$ cat src/rtl/cwr_pkg.sv
// ----------------------------------------------------------------------------
// cwr_pkg
// shared types and constants of the core work range calculator
// ----------------------------------------------------------------------------
package cwr_pkg;

    localparam int DEF_MAX_ENTRIES  = 4;
    localparam int DEF_MAX_CLUSTERS = 8;

    localparam int PACKED_ENTRIES   = 4;
    localparam int PACKED_CLUSTERS  = 8;

    localparam int IDX_W   = 6;
    localparam int WIN_W   = 12;
    localparam int CNT_W   = 4;
    localparam int CID_W   = 3;
    localparam int SZ_W    = 6;
    localparam int BASE_W  = 14;
    localparam int POS_W   = 15;
    localparam int STEP_W  = 12;
    localparam int RANGE_W = 27;
    localparam int CFG_A_W = 3;
    localparam int CFG_D_W = 48;

    localparam int Q_DEPTH = 4;

    typedef enum logic [CFG_A_W-1:0] {
        CFG_ENTRY_COUNT    = 3'd0,
        CFG_ENTRY_CLUSTERS = 3'd1,
        CFG_ENTRY_WINDOWS  = 3'd2,
        CFG_CORE_COUNTS    = 3'd3,
        CFG_STEP           = 3'd4
    } t_cfg_addr;

    typedef enum logic [1:0] {
        ST_OK    = 2'd0,
        ST_EMPTY = 2'd1,
        ST_RANGE = 2'd2
    } t_status;

    typedef struct packed {
        t_status           status;
        logic [WIN_W-1:0]  win;
        logic [SZ_W-1:0]   sz;
        logic [IDX_W-1:0]  idx;
        logic [BASE_W-1:0] base;
    } t_job;

endpackage

$ cat src/rtl/core_work_range_calc.sv
// ----------------------------------------------------------------------------
// core_work_range_calc
// answers a global core index with that core's scaled work range
// ----------------------------------------------------------------------------
// One core index is taken per cycle while the queue has room; each gives one
// result in order, after the four-deep job queue, twelve stages of the window
// divider (one quotient bit per stage), one stage for offset and remainder
// share, and one for the step multipliers and the output register. The
// classifier in front of the queue resolves the entry search in the cycle of
// the transfer; the queue takes up to four items while the output side stalls.
module core_work_range_calc import cwr_pkg::*; #(
    parameter int MAX_ENTRIES  = DEF_MAX_ENTRIES,
    parameter int MAX_CLUSTERS = DEF_MAX_CLUSTERS
) (
    input  logic                      i_clk,
    input  logic                      i_rst_n,
    input  logic                      i_cfg_we,
    input  logic [CFG_A_W-1:0]        i_cfg_addr,
    input  logic [CFG_D_W-1:0]        i_cfg_data,
    input  logic                      i_in_valid,
    output logic                      o_in_ready,
    input  logic [IDX_W-1:0]          i_core_index,
    output logic                      o_out_valid,
    input  logic                      i_out_ready,
    output logic signed [RANGE_W-1:0] o_range_start,
    output logic signed [RANGE_W-1:0] o_range_end,
    output logic signed [STEP_W:0]    o_step_out,
    output logic [1:0]                o_status
);

    logic [2:0]                       r_entry_count;
    logic [PACKED_ENTRIES*CID_W-1:0]  r_entry_clusters;
    logic [PACKED_ENTRIES*WIN_W-1:0]  r_entry_windows;
    logic [PACKED_CLUSTERS*CNT_W-1:0] r_core_counts;
    logic [STEP_W-1:0]                r_step;

    t_job fr_job;
    t_job q_job;
    logic q_full;
    logic q_valid;
    logic q_pop;
    logic push;

    always_ff @(posedge i_clk) begin
        if (!i_rst_n) begin
            r_entry_count    <= '0;
            r_entry_clusters <= '0;
            r_entry_windows  <= '0;
            r_core_counts    <= '0;
            r_step           <= STEP_W'(1);
        end else if (i_cfg_we) begin
            case (t_cfg_addr'(i_cfg_addr))
                CFG_ENTRY_COUNT:    r_entry_count    <= i_cfg_data[2:0];
                CFG_ENTRY_CLUSTERS: r_entry_clusters <= i_cfg_data[PACKED_ENTRIES*CID_W-1:0];
                CFG_ENTRY_WINDOWS:  r_entry_windows  <= i_cfg_data[PACKED_ENTRIES*WIN_W-1:0];
                CFG_CORE_COUNTS:    r_core_counts    <= i_cfg_data[PACKED_CLUSTERS*CNT_W-1:0];
                CFG_STEP:           r_step           <= i_cfg_data[STEP_W-1:0];
                default: begin
                end
            endcase
        end
    end

    assign o_in_ready = !q_full;
    assign push       = i_in_valid && !q_full;

    cwr_front #(
        .MAX_ENTRIES  (MAX_ENTRIES),
        .MAX_CLUSTERS (MAX_CLUSTERS)
    ) u_front (
        .i_core_index     (i_core_index),
        .i_entry_count    (r_entry_count),
        .i_entry_clusters (r_entry_clusters),
        .i_entry_windows  (r_entry_windows),
        .i_core_counts    (r_core_counts),
        .o_job            (fr_job)
    );

    cwr_queue u_queue (
        .i_clk   (i_clk),
        .i_rst_n (i_rst_n),
        .i_push  (push),
        .i_job   (fr_job),
        .i_pop   (q_pop),
        .o_full  (q_full),
        .o_valid (q_valid),
        .o_job   (q_job)
    );

    cwr_back u_back (
        .i_clk         (i_clk),
        .i_rst_n       (i_rst_n),
        .i_valid       (q_valid),
        .i_job         (q_job),
        .o_pop         (q_pop),
        .i_step        (r_step),
        .o_out_valid   (o_out_valid),
        .i_out_ready   (i_out_ready),
        .o_range_start (o_range_start),
        .o_range_end   (o_range_end),
        .o_step_out    (o_step_out),
        .o_status      (o_status)
    );

endmodule

$ cat src/rtl/cwr_front.sv
// ----------------------------------------------------------------------------
// cwr_front
// classifies a core index: finds its entry, local index and base position
// ----------------------------------------------------------------------------
module cwr_front import cwr_pkg::*; #(
    parameter int MAX_ENTRIES  = DEF_MAX_ENTRIES,
    parameter int MAX_CLUSTERS = DEF_MAX_CLUSTERS
) (
    input  logic [IDX_W-1:0]                i_core_index,
    input  logic [2:0]                      i_entry_count,
    input  logic [PACKED_ENTRIES*CID_W-1:0] i_entry_clusters,
    input  logic [PACKED_ENTRIES*WIN_W-1:0] i_entry_windows,
    input  logic [PACKED_CLUSTERS*CNT_W-1:0] i_core_counts,
    output t_job                            o_job
);

    localparam int NE = (MAX_ENTRIES < PACKED_ENTRIES) ? MAX_ENTRIES : PACKED_ENTRIES;

    logic [2:0]       n_eff;
    logic [CID_W-1:0] clus  [PACKED_ENTRIES];
    logic [WIN_W-1:0] win   [PACKED_ENTRIES];
    logic [CNT_W-1:0] cap   [PACKED_ENTRIES];
    logic [SZ_W-1:0]  usab  [PACKED_ENTRIES];
    logic             act   [PACKED_ENTRIES];

    assign n_eff = (i_entry_count > 3'(NE)) ? 3'(NE) : i_entry_count;

    always_comb begin
        logic [CNT_W-1:0] cnt;
        for (int i = 0; i < PACKED_ENTRIES; i++) begin
            clus[i] = i_entry_clusters[i*CID_W +: CID_W];
            win[i]  = i_entry_windows[i*WIN_W +: WIN_W];
            act[i]  = (3'(i) < n_eff);
            cnt     = '0;
            if (int'(clus[i]) < MAX_CLUSTERS) begin
                cnt = i_core_counts[{clus[i], 2'b00} +: CNT_W];
            end
            cap[i] = (win[i] < WIN_W'(cnt)) ? win[i][CNT_W-1:0] : cnt;
        end
    end

    always_comb begin
        for (int i = 0; i < PACKED_ENTRIES; i++) begin
            usab[i] = '0;
            for (int j = 0; j < PACKED_ENTRIES; j++) begin
                if (act[j] && clus[j] == clus[i]) begin
                    usab[i] = usab[i] + SZ_W'(cap[j]);
                end
            end
        end
    end

    // walk the entries in order
    always_comb begin
        logic [IDX_W-1:0]  idx;
        logic [BASE_W-1:0] base;
        logic              found;
        idx   = i_core_index;
        base  = '0;
        found = 1'b0;
        o_job.win  = '0;
        o_job.sz   = '0;
        o_job.idx  = '0;
        o_job.base = '0;
        for (int i = 0; i < PACKED_ENTRIES; i++) begin
            if (act[i] && !found) begin
                if (idx < usab[i]) begin
                    found      = 1'b1;
                    o_job.win  = win[i];
                    o_job.sz   = usab[i];
                    o_job.idx  = idx;
                    o_job.base = base;
                end else begin
                    idx  = idx - usab[i];
                    base = base + BASE_W'(win[i]);
                end
            end
        end
        if (n_eff == 3'd0) begin
            o_job.status = ST_EMPTY;
        end else if (found) begin
            o_job.status = ST_OK;
        end else begin
            o_job.status = ST_RANGE;
        end
    end

endmodule

$ cat src/rtl/cwr_queue.sv
// ----------------------------------------------------------------------------
// cwr_queue
// short job queue between the classifier and the range pipeline
// ----------------------------------------------------------------------------
module cwr_queue import cwr_pkg::*; (
    input  logic i_clk,
    input  logic i_rst_n,
    input  logic i_push,
    input  t_job i_job,
    input  logic i_pop,
    output logic o_full,
    output logic o_valid,
    output t_job o_job
);

    localparam int PTR_W = $clog2(Q_DEPTH);

    t_job               r_mem [Q_DEPTH];
    logic [PTR_W-1:0]   r_wr;
    logic [PTR_W-1:0]   r_rd;
    logic [PTR_W:0]     r_cnt;
    logic               do_pop;

    assign o_full  = (r_cnt == (PTR_W+1)'(Q_DEPTH));
    assign o_valid = (r_cnt != '0);
    assign o_job   = r_mem[r_rd];
    assign do_pop  = i_pop && o_valid;

    always_ff @(posedge i_clk) begin
        if (i_push) begin
            r_mem[r_wr] <= i_job;
        end
    end

    always_ff @(posedge i_clk) begin
        if (!i_rst_n) begin
            r_wr  <= '0;
            r_rd  <= '0;
            r_cnt <= '0;
        end else begin
            if (i_push) begin
                r_wr <= r_wr + 1'b1;
            end
            if (do_pop) begin
                r_rd <= r_rd + 1'b1;
            end
            if (i_push && !do_pop) begin
                r_cnt <= r_cnt + 1'b1;
            end else if (!i_push && do_pop) begin
                r_cnt <= r_cnt - 1'b1;
            end
        end
    end

endmodule

$ cat src/rtl/cwr_back.sv
// ----------------------------------------------------------------------------
// cwr_back
// pipelined window split: one divider bit per stage, then offset and scale
// ----------------------------------------------------------------------------
module cwr_back import cwr_pkg::*; (
    input  logic                      i_clk,
    input  logic                      i_rst_n,
    input  logic                      i_valid,
    input  t_job                      i_job,
    output logic                      o_pop,
    input  logic [STEP_W-1:0]         i_step,
    output logic                      o_out_valid,
    input  logic                      i_out_ready,
    output logic signed [RANGE_W-1:0] o_range_start,
    output logic signed [RANGE_W-1:0] o_range_end,
    output logic signed [STEP_W:0]    o_step_out,
    output logic [1:0]                o_status
);

    localparam int DIV_STAGES = WIN_W;

    typedef struct packed {
        t_job             job;
        logic [SZ_W-1:0]  rem;
        logic [WIN_W-1:0] quo;
    } t_div;

    t_div               r_dv  [DIV_STAGES+1];
    logic               r_dvv [DIV_STAGES+1];
    t_div               n_dv  [DIV_STAGES];
    t_status            r_cs_status;
    logic [POS_W-1:0]   r_cs_start;
    logic [POS_W-1:0]   r_cs_end;
    logic               r_cs_v;
    logic               r_out_v;
    logic signed [RANGE_W-1:0] r_start;
    logic signed [RANGE_W-1:0] r_end;
    logic signed [STEP_W:0]    r_stepo;
    logic [1:0]                r_status;
    logic               adv;
    logic [POS_W-1:0]   n_start;
    logic [POS_W-1:0]   n_end;

    assign adv   = !r_out_v || i_out_ready;
    assign o_pop = adv;

    // restoring division, msb first
    always_comb begin
        logic [SZ_W:0] part;
        for (int k = 0; k < DIV_STAGES; k++) begin
            n_dv[k] = r_dv[k];
            part    = {r_dv[k].rem, r_dv[k].job.win[WIN_W-1-k]};
            if (part >= {1'b0, r_dv[k].job.sz}) begin
                part                       = part - {1'b0, r_dv[k].job.sz};
                n_dv[k].quo[WIN_W-1-k]     = 1'b1;
            end
            n_dv[k].rem = part[SZ_W-1:0];
        end
    end

    always_comb begin
        logic [WIN_W+IDX_W-1:0] prod;
        logic [IDX_W-1:0]       low;
        t_div                   d;
        d       = r_dv[DIV_STAGES];
        prod    = (WIN_W+IDX_W)'(d.quo) * (WIN_W+IDX_W)'(d.job.idx);
        low     = (d.rem < d.job.idx) ? d.rem : d.job.idx;
        n_start = POS_W'(d.job.base) + POS_W'(prod) + POS_W'(low);
        n_end   = n_start + POS_W'(d.quo) + POS_W'(d.job.idx < d.rem);
    end

    always_ff @(posedge i_clk) begin
        if (adv) begin
            r_dv[0].job <= i_job;
            r_dv[0].rem <= '0;
            r_dv[0].quo <= '0;
            for (int k = 0; k < DIV_STAGES; k++) begin
                r_dv[k+1] <= n_dv[k];
            end
            r_cs_status <= r_dv[DIV_STAGES].job.status;
            r_cs_start  <= n_start;
            r_cs_end    <= n_end;
            case (r_cs_status)
                ST_OK: begin
                    r_start <= RANGE_W'(r_cs_start) * RANGE_W'(i_step);
                    r_end   <= RANGE_W'(r_cs_end) * RANGE_W'(i_step);
                    r_stepo <= {1'b0, i_step};
                end
                ST_EMPTY: begin
                    r_start <= '1;
                    r_end   <= '1;
                    r_stepo <= '1;
                end
                default: begin
                    r_start <= '0;
                    r_end   <= '0;
                    r_stepo <= '0;
                end
            endcase
            r_status <= r_cs_status;
        end
    end

    always_ff @(posedge i_clk) begin
        if (!i_rst_n) begin
            for (int k = 0; k <= DIV_STAGES; k++) begin
                r_dvv[k] <= 1'b0;
            end
            r_cs_v  <= 1'b0;
            r_out_v <= 1'b0;
        end else if (adv) begin
            r_dvv[0] <= i_valid;
            for (int k = 0; k < DIV_STAGES; k++) begin
                r_dvv[k+1] <= r_dvv[k];
            end
            r_cs_v  <= r_dvv[DIV_STAGES];
            r_out_v <= r_cs_v;
        end
    end

    assign o_out_valid   = r_out_v;
    assign o_range_start = r_start;
    assign o_range_end   = r_end;
    assign o_step_out    = r_stepo;
    assign o_status      = r_status;

endmodule

$ cat config.mk
export PLATFORM = sky130hd
export DESIGN_NAME = core_work_range_calc
export DESIGN_NICKNAME = d
export VERILOG_FILES = /design/src/rtl/cwr_pkg.sv /design/src/rtl/core_work_range_calc.sv /design/src/rtl/cwr_front.sv /design/src/rtl/cwr_queue.sv /design/src/rtl/cwr_back.sv
export SDC_FILE = /design/constraint.sdc
export NUM_CORES = 2
export LEC_CHECK = 0
export BUFFER_PORTS_ARGS = -buffer_cell sky130_fd_sc_hd__buf_2
export CORE_MARGIN = 1
export CORE_UTILIZATION = 36
export CTS_CLUSTER_DIAMETER = 40
export DETAILED_ROUTE_END_ITERATION = 10
export PLACE_DENSITY = 0.49
export SYNTH_ARGS = -nofsm -noshare
export SYNTH_HDL_FRONTEND = slang
export SYNTH_SLANG_ARGS = --single-unit
$ cat constraint.sdc
create_clock -name i_clk -period 48 [get_ports i_clk]
set_clock_uncertainty 0.05 [all_clocks]
set_input_delay 7.2 -clock i_clk [delete_from_list [all_inputs] [get_ports i_clk]]
set_output_delay 7.2 -clock i_clk [all_outputs]
set_load 0.02 [all_outputs]
==> qor.csv <==
metric,value,unit
cts-root-buf,clkbuf_16,
relSlewSlack,23.3,%
start_kind,input port,
max_freq,0.0661,GHz
ctsLongestPathBuffers,3,
synth_nets,5517,
r2r_start,r_entry_clusters[0],
synthMuxAreaShare,4.45,%
multiInputGateArea,25900,um^2
status,completed,
min_period_over_period,31.5,%
grt_usage,16.8,%
ys_ff_latch,978,
met3WireLength,5.92,mm
hp-start,u_back.r_dv[5][19],
cp_max_fo,42,
worstSetupEndpointType,flip-flop,
num_io_pins,133,
hold_ws,0.351,ns
start_util,36.3,%
max-cap-violations,0,
die_area,160000,um^2
crit_arrival,15.67,ns
coreArea,157000,um^2
synthCells,4757,
via_count,34800,
layout.cells.non_filler,7083,
synth-compound-area-share,7.86,%
synth_top_family_by_area,adder cells,
path_delay_family,compound AO/OA/AOI/OAI gates,
post-dp-hpwl,94.3,mm
postCtsHoldBufs,0,
cts_tree,built,
drv_slew,0,
cp_num_buf_inv,7,
grt_max_degree,205,
portBuffers,132,
drt_iter0_drc,1876,
die_h,400,um
cts.clk_slew.worst_paths,0.06,ns
ff_latch_area,28100,um^2
fillers,14800,
worst_pin_slew,1.14,ns
grt_overflow,0,
crit_path_frequent_cell,ha_1,
tns,0,ns
vias_per_cell,4.92,
synthFlopType,edfxtp_1,
yosysWarningCount,0,
slowest_delay,0.55,ns
final_nets,5658,
route.met2.wl,64.5,mm
crit_type,in2reg,
rsz0062_at_grt,no,
wire_per_inst,18.6,um
fin_crit,15.13,ns
cts_resized,0,
first_global_vias,36200,
placementRows,145,
drc,0,
hold_viol,0,
worstSetupStartpoint,i_core_index[0],
drt-pass1-iter-count,6,
dp.cells,6805,
synthSimpleGateAreaFrac,9.86,%
cts_max_level,4,
drive_above_1_share,11.5,%
synthAdderAreaFrac,20.0,%
area_growth,14.2,%
drt-met1-wl,56.5,mm
synth-xor-area-share,3.20,%
async_reset_ff_share,0,%
globalplace.congestion,0.855,
setup_violations,0,
post_cts_buffers,0,
hold_path_class,reg2reg,
clkLatencyLatePin,0.76,ns
antenna_found_initial,2,
worstPathRequired,48.54,ns
grt_pass1_wl,207,mm
numClockSinks,978,
die_w,400,um
routed_wl,132,mm
avgSynthCellArea,12.0,um^2
synth_cell_types,92,
synth-edff-count,851,
ys_seq_area_share,49.4,%
cts_buffers,149,
top_layer,met4,
ant_nets,0,
critPathSlowestCell,a221oi_2,
synth_area,56900,um^2
## cell usage after synthesis, types with 15 or more instances
cell type / number / area share (%)
mux2i_1: 59 / 1.0
clkbuf_1: 157 / 1.0
a21oi_1: 181 / 1.6
mux4_2: 72 / 2.8
o211a_1: 15 / 0.26
a21o_1: 47 / 0.62
nor3_1: 32 / 0.28
edfxtp_1: 851 / 45
nand4_1: 17 / 0.19
fa_1: 345 / 12
o21ai_0: 130 / 1.1
nand2_1: 709 / 4.7
inv_1: 597 / 3.9
mux2_2: 23 / 0.46
nand3_1: 32 / 0.28
o21a_1: 16 / 0.21
xnor2_1: 125 / 1.9
ha_1: 353 / 7.8
or4_1: 15 / 0.20
nor2b_1: 48 / 0.53
xor2_1: 79 / 1.2
and2_1: 155 / 1.7
dfxtp_1: 127 / 4.5
nor2_1: 165 / 1.1
o21bai_1: 31 / 0.41
a21boi_0: 119 / 1.6
buf_2: 16 / 0.14
## per-layer routing
layer | vias up | track usage (%)
met1 | 17300 | 21.0
met2 | 693 | 28.7
met4 | 0 | 6.41
met3 | 225 | 3.19
met5 | - | 0
li1 | 16600 | -
## layout make-up
class                      count  share of cell area (%)
inverter                     600                    3.48
clock inverter               113                    1.95
timing repair buffer         177                    1.58
antenna                        1                 0.00385
sequential                   978                    43.3
clock buffer                 164                    5.96
multi-input combinational   2992                    39.8
tap                         2058                    3.96
## layout by cell type, fill, tap and decap left out, types with 13 or more instances in the layout
cell type	n
edfxtp_1	851
nand2_1	709
inv_1	596
ha_1	353
fa_1	345
a21oi_1	181
nor2_1	162
and2_1	155
clkbuf_16	153
buf_2	131
o21ai_0	130
xnor2_1	125
dfxtp_1	121
a21boi_0	119
xor2_1	79
mux4_2	72
mux2i_1	59
a21o_1	47
nor2b_1	47
buf_4	44
nand3_1	32
nor3_1	31
o21bai_1	31
mux2_2	23
clkinv_4	22
inv_6	21
nand4_1	17
o21a_1	16
or4_1	15
o211a_1	15
clkinv_2	15
clkinvlp_4	15
o211ai_1	14
a222oi_1	14
nor4_1	13
clkinv_1	13
a22oi_1	13
bufinv_16	13
## final timing paths
kind,end,depth (start not counted),slack [ns]
hold reg to reg,u_back.r_dv[6][19],0,0.35
setup reg to reg,u_queue.r_mem[1][17],58,33.18
hold / removal,u_back.r_dv[6][19],0,0.35
setup / recovery,u_queue.r_mem[1][17],39,32.87
## registers in the layout, indices dropped and copies added, names as in the netlist, 3 cells and up, named ones only
register              flops
u_queue.r_cnt             3
r_core_counts            32
r_step                   12
u_back.r_cs_end          15
u_back.o_range_start     27
u_back.r_dv             586
u_queue.r_mem           160
r_entry_count             3
u_back.o_range_end       27
u_back.r_dvv             13
r_entry_clusters         12
r_entry_windows          48
u_back.o_step_out        13
u_back.r_cs_start        15
## per-stage QoR
| step | utilization [%] | setup WS (ns) | area, um^2 |
|---|---|---|---|
| 6_report | 41.5 | 32.87 | 65000 |
| 5_1_grt | 41.5 | 31.85 | 65000 |
| 4_1_cts | 41.5 | 32.91 | 65000 |
| 3_5_place_dp | 38.2 | 32.11 | 59800 |
| 3_3_place_gp | 38.2 | 32.07 | 59800 |
| 2_1_floorplan | - | 20.16 | 56900 |
## cell families after synthesis
kind of cell,Yosys count
DFF,978
and+or+nand+nor,1249
buffers and inverters,787
adders and majority gates,704
AOI/OAI and AO/OA,675
xor gates and xnor gates,206
muxes,158
Power is left out: the tool's default activity adds up to more than one toggle a clock period on the data nets, which glitch-free logic cannot reach.
